<file path="src/hdl/chst_pkg.sv">
package chst_pkg;

   // Field widths of the request and response items
   localparam int OP_W        = 2;
   localparam int SLOT_W      = 6;
   localparam int PAYLOAD_W   = 32;
   localparam int STATUS_W    = 2;
   localparam int REQ_DATA_W  = 40;
   localparam int RSP_DATA_W  = 40;
   localparam int REQ_PAD_W   = REQ_DATA_W - SLOT_W - PAYLOAD_W;
   localparam int RSP_PAD_W   = RSP_DATA_W - SLOT_W - PAYLOAD_W - 1;

   typedef enum logic [OP_W-1:0] {
      OP_ALLOC   = 2'd0,
      OP_RELEASE = 2'd1,
      OP_DELETE  = 2'd2,
      OP_CHECK   = 2'd3
   } op_type;

   typedef enum logic [STATUS_W-1:0] {
      ST_OK        = 2'd0,
      ST_FULL      = 2'd1,
      ST_NOT_ALLOC = 2'd2,
      ST_UNDERFLOW = 2'd3
   } status_type;

   // Command to the free-slot stack; at most one of the two is set
   typedef struct packed {
      logic push;
      logic pop;
   } stack_cmd_type;

endpackage

</file>
<file path="src/hdl/chst_payload_ram.sv">
module chst_payload_ram
   import chst_pkg::*;
#(
   parameter int SLOTS        = 64,
   parameter int PAYLOAD_BITS = 32
) (
   input  logic                     clock,
   input  logic                     wr_en,
   input  logic [$clog2(SLOTS)-1:0] wr_addr,
   input  logic [PAYLOAD_BITS-1:0]  wr_data,
   input  logic                     rd_en,
   input  logic [$clog2(SLOTS)-1:0] rd_addr,
   output logic [PAYLOAD_BITS-1:0]  rd_data
);

   logic [PAYLOAD_BITS-1:0] mem [SLOTS];
   logic [PAYLOAD_BITS-1:0] rd_data_ff;

   always_ff @(posedge clock) begin
      if (wr_en) begin
         mem[wr_addr] <= wr_data;
      end
   end

   // Write-first: a read that meets a write to the same entry sees the new data
   always_ff @(posedge clock) begin
      if (rd_en) begin
         if (wr_en && (wr_addr == rd_addr)) begin
            rd_data_ff <= wr_data;
         end else begin
            rd_data_ff <= mem[rd_addr];
         end
      end
   end

   assign rd_data = rd_data_ff;

endmodule

</file>
<file path="src/hdl/chst_free_stack.sv">
module chst_free_stack
   import chst_pkg::*;
#(
   parameter int SLOTS = 64
) (
   input  logic                       clock,
   input  logic                       reset,
   input  stack_cmd_type              cmd,
   input  logic [$clog2(SLOTS)-1:0]   push_slot,
   output logic [$clog2(SLOTS)-1:0]   top,
   output logic [$clog2(SLOTS+1)-1:0] depth
);

   localparam int IDX_W = $clog2(SLOTS);
   localparam int CNT_W = $clog2(SLOTS + 1);

   // Top entry and the one under it live in flops; deeper entries in memory.
   // mem[i] holds stack entry i for i up to depth-2.
   logic [IDX_W-1:0] mem [SLOTS];
   logic [CNT_W-1:0] depth_ff, depth_in;
   logic [IDX_W-1:0] top_ff, top_in;
   logic [IDX_W-1:0] below_ff;
   logic [IDX_W-1:0] rd_addr;
   logic [IDX_W-1:0] wr_addr;

   assign rd_addr = IDX_W'(depth_ff - CNT_W'(3));
   assign wr_addr = IDX_W'(depth_ff - CNT_W'(1));

   always_comb begin
      depth_in = depth_ff;
      top_in   = top_ff;
      if (cmd.pop) begin
         depth_in = depth_ff - CNT_W'(1);
         top_in   = below_ff;
      end else if (cmd.push) begin
         depth_in = depth_ff + CNT_W'(1);
         top_in   = push_slot;
      end
   end

   always_ff @(posedge clock) begin
      if (reset) begin
         depth_ff <= '0;
      end else begin
         depth_ff <= depth_in;
      end
   end

   always_ff @(posedge clock) begin
      top_ff <= top_in;
   end

   // Memory port: spill the old top on push, refill the second entry on pop
   always_ff @(posedge clock) begin
      if (cmd.push && (depth_ff != '0)) begin
         mem[wr_addr] <= top_ff;
      end
   end

   always_ff @(posedge clock) begin
      if (cmd.pop) begin
         below_ff <= mem[rd_addr];
      end else if (cmd.push) begin
         below_ff <= top_ff;
      end
   end

   assign top   = top_ff;
   assign depth = depth_ff;

endmodule

</file>
<file path="src/hdl/counted_handle_slot_table.sv">
// Counted handle slot table.
// Request channel (req_*): operation in tuser; slot and payload in tdata.
//   allocate stores the payload in the most recently freed slot, or else in the
//   next never-used slot; release drops the single holder and frees the slot;
//   delete clears the payload and then releases; check releases only if the
//   payload was deleted. One response item (rsp_*) per request item.
// Throughput: one item per cycle unless rsp_tready stalls the response. The
//   request sits in an input register whose payload memory read was issued
//   at accept; the decision, the flag update, the free-stack push or pop and
//   the memory write happen as the item leaves the input register, and its
//   result lands in the response register. Back-to-back accesses to one slot
//   are covered by write-first forwarding in the payload memory.
// Reset: present marks, holder counts, free-stack depth and the bump index
//   clear; payload and free-stack memories are not cleared and need no sweep,
//   so requests are taken right after reset.
// Stall: with rsp_tready low the response holds, one more request is held in
//   the input register, and req_tready then drops until the response is taken.
module counted_handle_slot_table
   import chst_pkg::*;
#(
   parameter int SLOTS        = 64,
   parameter int PAYLOAD_BITS = 32
) (
   input  logic                  clock,
   input  logic                  reset,
   input  logic                  req_tvalid,
   output logic                  req_tready,
   input  logic [REQ_DATA_W-1:0] req_tdata,   // slot[5:0], payload[37:6], zero pad
   input  logic [OP_W-1:0]       req_tuser,   // operation[1:0]
   output logic                  rsp_tvalid,
   input  logic                  rsp_tready,
   output logic [RSP_DATA_W-1:0] rsp_tdata,   // slot_out[5:0], payload_out[37:6],
                                              // live[38], zero pad
   output logic [STATUS_W-1:0]   rsp_tuser    // status[1:0]
);

   localparam int IDX_W = $clog2(SLOTS);
   localparam int CNT_W = $clog2(SLOTS + 1);
   localparam int CMP_W = (CNT_W > SLOT_W) ? CNT_W : SLOT_W;

   // Handshake
   logic accept;
   logic fire;

   // Input register
   logic                 in_valid_ff, in_valid_in;
   op_type               in_op_ff;
   logic [SLOT_W-1:0]    in_slot_ff;
   logic [PAYLOAD_W-1:0] in_payload_ff;

   // Slot flags and bump index
   logic [SLOTS-1:0] present_ff, present_in;
   logic [SLOTS-1:0] count_ff, count_in;
   logic [CNT_W-1:0] next_unused_ff, next_unused_in;

   // Response register
   logic                 rsp_valid_ff, rsp_valid_in;
   logic [SLOT_W-1:0]    rsp_slot_ff, rsp_slot_in;
   logic [PAYLOAD_W-1:0] rsp_payload_ff, rsp_payload_in;
   logic                 rsp_live_ff, rsp_live_in;
   status_type           rsp_status_ff, rsp_status_in;

   // Datapath between the two
   logic [CMP_W-1:0]        slot_ext;
   logic [IDX_W-1:0]        slot_idx;
   logic                    not_alloc;
   logic                    cur_present;
   logic                    cur_count;
   logic [IDX_W-1:0]        target_idx;
   logic                    flag_we;
   logic                    present_new;
   logic                    count_new;
   logic                    ram_we;
   logic [PAYLOAD_BITS-1:0] ram_wdata;
   logic [PAYLOAD_BITS-1:0] ram_rdata;
   logic [IDX_W-1:0]        ram_raddr;
   stack_cmd_type           stack_req;
   stack_cmd_type           stack_cmd;
   logic [IDX_W-1:0]        stack_top;
   logic [CNT_W-1:0]        stack_depth;
   logic                    stack_has_room;

   assign fire       = in_valid_ff && (!rsp_valid_ff || rsp_tready);
   assign req_tready = !in_valid_ff || fire;
   assign accept     = req_tvalid && req_tready;

   // Payload read for the incoming item is issued as it is accepted
   assign ram_raddr = IDX_W'(CMP_W'(req_tdata[SLOT_W-1:0]));

   chst_payload_ram #(
      .SLOTS        (SLOTS),
      .PAYLOAD_BITS (PAYLOAD_BITS)
   ) u_payload_ram (
      .clock   (clock),
      .wr_en   (ram_we),
      .wr_addr (target_idx),
      .wr_data (ram_wdata),
      .rd_en   (accept),
      .rd_addr (ram_raddr),
      .rd_data (ram_rdata)
   );

   assign stack_cmd.push = fire && stack_req.push;
   assign stack_cmd.pop  = fire && stack_req.pop;

   chst_free_stack #(
      .SLOTS (SLOTS)
   ) u_free_stack (
      .clock     (clock),
      .reset     (reset),
      .cmd       (stack_cmd),
      .push_slot (target_idx),
      .top       (stack_top),
      .depth     (stack_depth)
   );

   assign stack_has_room = (stack_depth != CNT_W'(SLOTS));

   assign slot_ext    = CMP_W'(in_slot_ff);
   assign slot_idx    = IDX_W'(slot_ext);
   assign not_alloc   = (slot_ext >= CMP_W'(next_unused_ff));
   assign cur_present = present_ff[slot_idx];
   assign cur_count   = count_ff[slot_idx];

   // Decide the operation on the item in the input register
   always_comb begin
      target_idx     = slot_idx;
      flag_we        = 1'b0;
      present_new    = cur_present;
      count_new      = cur_count;
      ram_we         = 1'b0;
      ram_wdata      = '0;
      stack_req      = '0;
      next_unused_in = next_unused_ff;
      rsp_slot_in    = in_slot_ff;
      rsp_payload_in = PAYLOAD_W'(ram_rdata);
      rsp_live_in    = cur_present;
      rsp_status_in  = ST_OK;

      if (in_op_ff == OP_ALLOC) begin
         rsp_payload_in = PAYLOAD_W'(PAYLOAD_BITS'(in_payload_ff));
         rsp_live_in    = 1'b1;
         priority if (stack_depth != '0) begin
            // reuse the most recently freed slot
            target_idx    = stack_top;
            stack_req.pop = 1'b1;
         end else if (next_unused_ff != CNT_W'(SLOTS)) begin
            target_idx     = IDX_W'(next_unused_ff);
            next_unused_in = next_unused_ff + CNT_W'(1);
         end else begin
            // table full: nothing changes
            rsp_status_in = ST_FULL;
         end
         rsp_slot_in = SLOT_W'(CMP_W'(target_idx));
         if (rsp_status_in == ST_FULL) begin
            rsp_slot_in    = '0;
            rsp_payload_in = '0;
            rsp_live_in    = 1'b0;
         end else begin
            flag_we     = 1'b1;
            present_new = 1'b1;
            count_new   = 1'b1;
            ram_we      = fire;
            ram_wdata   = PAYLOAD_BITS'(in_payload_ff);
         end
      end else if (not_alloc) begin
         rsp_payload_in = '0;
         rsp_live_in    = 1'b0;
         rsp_status_in  = ST_NOT_ALLOC;
      end else begin
         logic drop;
         drop = 1'b0;
         unique case (in_op_ff)
            OP_RELEASE: begin
               drop = 1'b1;
            end
            OP_DELETE: begin
               drop           = 1'b1;
               flag_we        = 1'b1;
               present_new    = 1'b0;
               ram_we         = fire;
               ram_wdata      = '0;
               rsp_payload_in = '0;
               rsp_live_in    = 1'b0;
            end
            OP_CHECK: begin
               drop = !cur_present;
            end
            default: begin
               drop = 1'b0;
            end
         endcase
         if (drop) begin
            if (!cur_count) begin
               rsp_status_in = ST_UNDERFLOW;
            end else begin
               flag_we        = 1'b1;
               count_new      = 1'b0;
               stack_req.push = stack_has_room;
            end
         end
      end
   end

   always_comb begin
      present_in = present_ff;
      count_in   = count_ff;
      if (fire && flag_we) begin
         present_in[target_idx] = present_new;
         count_in[target_idx]   = count_new;
      end
   end

   always_comb begin
      priority if (accept) begin
         in_valid_in = 1'b1;
      end else if (fire) begin
         in_valid_in = 1'b0;
      end else begin
         in_valid_in = in_valid_ff;
      end
   end

   always_comb begin
      priority if (fire) begin
         rsp_valid_in = 1'b1;
      end else if (rsp_tready) begin
         rsp_valid_in = 1'b0;
      end else begin
         rsp_valid_in = rsp_valid_ff;
      end
   end

   always_ff @(posedge clock) begin
      if (reset) begin
         in_valid_ff    <= 1'b0;
         rsp_valid_ff   <= 1'b0;
         present_ff     <= '0;
         count_ff       <= '0;
         next_unused_ff <= '0;
      end else begin
         in_valid_ff  <= in_valid_in;
         rsp_valid_ff <= rsp_valid_in;
         present_ff   <= present_in;
         count_ff     <= count_in;
         if (fire) begin
            next_unused_ff <= next_unused_in;
         end
      end
   end

   always_ff @(posedge clock) begin
      if (accept) begin
         in_op_ff      <= op_type'(req_tuser);
         in_slot_ff    <= req_tdata[SLOT_W-1:0];
         in_payload_ff <= req_tdata[SLOT_W+PAYLOAD_W-1:SLOT_W];
      end
      if (fire) begin
         rsp_slot_ff    <= rsp_slot_in;
         rsp_payload_ff <= rsp_payload_in;
         rsp_live_ff    <= rsp_live_in;
         rsp_status_ff  <= rsp_status_in;
      end
   end

   assign rsp_tvalid = rsp_valid_ff;
   assign rsp_tdata  = {{RSP_PAD_W{1'b0}}, rsp_live_ff, rsp_payload_ff, rsp_slot_ff};
   assign rsp_tuser  = rsp_status_ff;

endmodule

</file>
<file path="config.mk">
export PLATFORM = sky130hd
export DESIGN_NAME = counted_handle_slot_table
export DESIGN_NICKNAME = d
export VERILOG_FILES = /design/src/hdl/chst_pkg.sv /design/src/hdl/chst_payload_ram.sv /design/src/hdl/chst_free_stack.sv /design/src/hdl/counted_handle_slot_table.sv
export SDC_FILE = /design/constraint.sdc
export NUM_CORES = 2
export LEC_CHECK = 0
export CAP_MARGIN = 20
export CORE_UTILIZATION = 52
export CTS_CLUSTER_SIZE = 25
export DETAILED_ROUTE_END_ITERATION = 10
export DONT_BUFFER_PORTS = 1
export PLACE_DENSITY = 0.67
export SLEW_MARGIN = 20
export SYNTH_ARGS = -nofsm -noshare
export SYNTH_HDL_FRONTEND = slang
export SYNTH_HIERARCHICAL = 1
export SYNTH_SLANG_ARGS = --single-unit
</file>
<file path="constraint.sdc">
create_clock -name clock -period 19.5 [get_ports clock]
set_input_delay 1.95 -clock clock [delete_from_list [all_inputs] [get_ports clock]]
set_output_delay 1.95 -clock clock [all_outputs]
set_load 0.02 [all_outputs]
</file>
==> results <==
- The largest single stage delay on the critical path is 0.78 ns.
- The number of port buffers is 0.
- During synthesis, Yosys emitted a total of 6 warnings.
- The placed cell area is 110,000 sq um.
- The source-to-sink clock delay at the later pin of the worst-skew pair is 0.92 ns.
- The number of stages on the worst hold path is 2.
- Once detail routing completed, the nets flagged for antenna violations numbered 1.
- The final number of max-transition violations is 0.
- The maximum number of pins on one net before global-route repair is 880.
- The starting density of the core is 52.3%.
- The number of buffers inserted for hold repair after clock tree synthesis is 0.
- The tree is rooted in a clkbuf_16.
- Of the total power, registers draw 52.8%.
- Wires add up to 259,000 microns.
- The net switching power is 2.51 mW.
- Synthesis instantiated 84 different standard cells from the library.
- By instance count, the cell type seen most on the critical path is buf_16.
- The primary flip-flop cell chosen by synthesis mapping is edfxtp_1.
- For the worst setup path, the data required time is 20.14 ns.
- No sink is reached through more buffers than the 4 on the longest clock path.
- In the routed layout, each cell is associated on average with a via count of 6.25.
- The clock network accounts for 43.1% of the total power.
- The startpoint type of the worst setup path is a primary input.
- In this run the worst path has a maximum fanout of 160.
- In the routed design, unresolved DRC markers number 0.
- The worst clock skew is 0.0751 ns.
- The chip height is 455 microns.
- The number of cells upsized or downsized after cts is 0.
- The tool flagged a number of max-cap violations equal to 0.
- The final count of hold timing violations is 0.
- The final route contains 55,773 vias.
- The final critical-path required period is 7.30 ns.
- After the first detailed-routing iteration, the DRC count stood at 6,081.
- The slowest stage of the critical path is the buf_16 cell.
- The final hold slack is 0.471 ns.
- Relative to the synthesized area, the layout overhead comes to 11.7%.
- The die area is 207,000 sq um.
- The total overflow reported by the global router is 0.
- The width of the die is 455 microns.
- The number of antenna violations at the first check in global routing is 5.
- Cells with a size suffix above 1 make up 15.0% of the layout.
- The type of destination of the critical path is a flip-flop.
- Clock tree synthesis found a total of 2,701 sinks.
- The number of enable-type register cells in the synthesized netlist is 2,557.
- Power spread over the standard cell area amounts to 101 nW/um^2.
- The library cells used most frequently in the layout, excluding fill and tap cells, are 2,557 x edfxtp_1, 968 x mux2i_1, 417 x a22oi_1, 296 x clkbuf_16, 260 x mux4_2.
- The sum of negative setup slack is 0 ns.
- After synthesis, the share of flip-flops with an asynchronous set or reset is 0%.
- The critical path class is in2reg.
- The final reports fail on antenna violations.
- The initialized floorplan defines 166 standard-cell rows.
- By area the synthesized netlist is led by edfxtp_1 72%, mux2i_1 9.1%, mux4_2 5.5%, a22oi_1 2.9%, dfxtp_1 2.7%.
- The number of flip-flops and latches in the synthesized netlist is 2,701.
- The number of global-route vias before repair is 55,396.
- The total area inside the core boundary comes to 204,000 sq um.
- The share of the clock period used by the worst path is 37.4%.
- At the worst endpoint, the arrival time is 7.94 ns.
- Measured in cells, the most critical reg-to-reg path has a length of 8.
- The critical path goes through buf_16 > buf_16 > buf_16 > buf_16 > buf_16 > buf_16 > mux4_2 > mux2i_1 > a22oi_1 > a32oi_1 > nand2_1.
- Clock tree synthesis inserted a total of 290 buffers.
- The total of endpoints with negative setup slack in the final report is 0.
- The count of boundary I/O pins is 90.
- The H-tree was split into 5 levels.
- Setup repair after global routing left no endpoint under its margin.
- The total power draw is 12.0 mW.
- The kind of cell adding the most delay to the critical path is buffers and inverters.
- Routability-driven placement finished with a final weighted congestion of 0.840.
- The path class of the lowest-slack min-delay path is reg2reg.
- The total half-perimeter wirelength after legalization and detailed placement is 138,000 microns.
- VDD sags by at most 0.0945 mV.
- The transition time of the tightest slew-check pin is 1.20 ns.
- The routed wire length per instance is 29.1 microns.
- The number of setup buffers added after CTS is 0.
- The all-layer global routing usage is 24.7%.
- The run finished, with violations left.
- The internal power contribution is 9.54 mW.
- Clock-pin slew was measured on the worst setup and hold paths at 0.06 ns.
- The most common library cell in the layout ignoring fill and taps is edfxtp_1.
- Of the total power, the share spent switching nets is 20.8%.
- The static leakage is 40.7 nW.
- The number of gates on the worst path with buffers counted is 11.
- The share of synthesized area in the top cell type comes to 71.8%.
- The register area share after synthesis is 74.5%.
- The synthesized net count is 6,006.
- The layout net count is 6,088.
- The post-synthesis cell type with the largest combined area is edfxtp_1.
- After synthesis, the mean cell area works out to 18.0 sq um.
- Headroom to the max-slew limit came out at 19.8%.
- Static timing analysis puts the maximum clock frequency at 137 MHz.
- The summed instance area of the synthesized netlist is 107,000 sq um.
- The combinational group share of total power is 4.1%.
- The first detailed-routing pass took 6 iterations.
- The sum of buffers and inverters on the critical path is 6.
- The instance count of the mapped netlist is 5,946.
- The global-route wire length before repair is 376,000 microns.
- TritonCTS built the clock tree.
- The post-route cell area is 119,000 sq um.
==> logic make-up after synthesis <==
kind of cell	after synthesis	synth area share, %
adders and majority gates	14	0.164
muxes	1236	14.6
DFF	2701	74.5
and+or+nand+nor	947	4.39
other	1	0.00351
buffers and inverters	383	1.62
AOI/OAI and AO/OA	633	4.39
xor gates and xnor gates	31	0.279
==> synth_stat cells (6+ instances only) <==
master     instances
a211oi_1           6
a21o_1            37
a21oi_1           68
a22oi_1          417
a31oi_1            9
a32oi_1           30
and2_1            37
and3_1             8
buf_1             15
buf_2            152
buf_4             11
buf_6              9
clkbuf_1         170
dfxtp_1          144
edfxtp_1        2557
ha_1              14
inv_1             25
mux2_2             7
mux2i_1          968
mux4_2           260
nand2_1          217
nand2b_1         142
nand3_1          224
nand3b_1           8
nand4_1           52
nor2_1           190
nor2b_1           15
nor3_1            22
o2111ai_1          8
o21ai_0           15
xnor2_1           17
xor2_1            12
==> state kept, by name, indices dropped and copies added, names as in the netlist, 2 cells and up <==
| name | cells |
|---|---|
| rsp_slot_ff | 6 |
| in_payload_ff | 32 |
| present_ff | 64 |
| u_free_stack/top | 6 |
| count_ff | 64 |
| next_unused_ff | 7 |
| u_payload_ram/mem | 2048 |
| u_payload_ram/rd_data | 32 |
| u_free_stack/mem | 384 |
| u_free_stack/below_ff | 6 |
| rsp_tuser | 2 |
| in_op_ff | 2 |
| rsp_payload_ff | 32 |
| in_slot_ff | 6 |
| u_free_stack/depth | 7 |
==> final timing paths <==
check / start / endpoint / slack, ns
worst min-delay path: count_ff[0]$_SDFFE_PP0P_ / count_ff[0]$_SDFFE_PP0P_ / 0.47
worst min register to register: count_ff[0]$_SDFFE_PP0P_ / count_ff[0]$_SDFFE_PP0P_ / 0.47
worst max-delay path: req_tdata[2] / u_payload_ram/rd_data[13]$_DFFE_PP_ / 12.20
worst max register to register: u_free_stack/depth[2]$_SDFFE_PP0P_ / u_payload_ram/mem[63][24]$_DFFE_PP_ / 14.01
==> layer usage <==
metal	global-route usage, %	vias to the layer above	part of all wire (%)
met5	0	-	0
met2	40.6	2209	49
met1	33.7	29086	41
met4	8.92	0	3.6
met3	3.92	472	7.3
li1	-	24006	-
==> worst register-to-register path: cells and delay by family (launching register included) <==
kind                   cells  cell delay [ns]
AO/OA/AOI/OAI              1             0.56
buffers and inverters      2             1.17
flip-flops                 1             0.60
AND/OR/NAND/NOR            5             2.74
==> stage by stage <==
step | setup WS, ns | cells | util [%]
global route | 11.86 | 8922 | 58.4
CTS | 14.02 | 8915 | 58.4
global placement | 13.76 | 8415 | 54.0
floorplan | 11.97 | 5946 | -
detailed placement | 13.68 | 8418 | 54.0
finish | 12.20 | 8930 | 58.5
==> power by group through the flow <==
stage	Combinational (mW)	Clock [mW]	Sequential, mW
2_1_floorplan	0.332	0	6.48
3_3_place_gp	0.438	0	6.48
3_5_place_dp	0.449	0	6.48
4_1_cts	0.450	5.27	6.36
5_1_grt	0.520	5.49	6.35
6_report	0.497	5.19	6.36
==> final cells by class <==
class / count / area (sq um)
clock inverters: 137 / 1170
inverters: 26 / 97.6
clock buffers: 360 / 7680
diodes: 9 / 22.5
multi-input cells: 2862 / 26100
well taps: 2688 / 3360
fillers: 14985 / 84900
repair buffers: 147 / 1310
flip-flops and latches: 2701 / 79700
No activity file was read; power rests on OpenSTA's default activity.
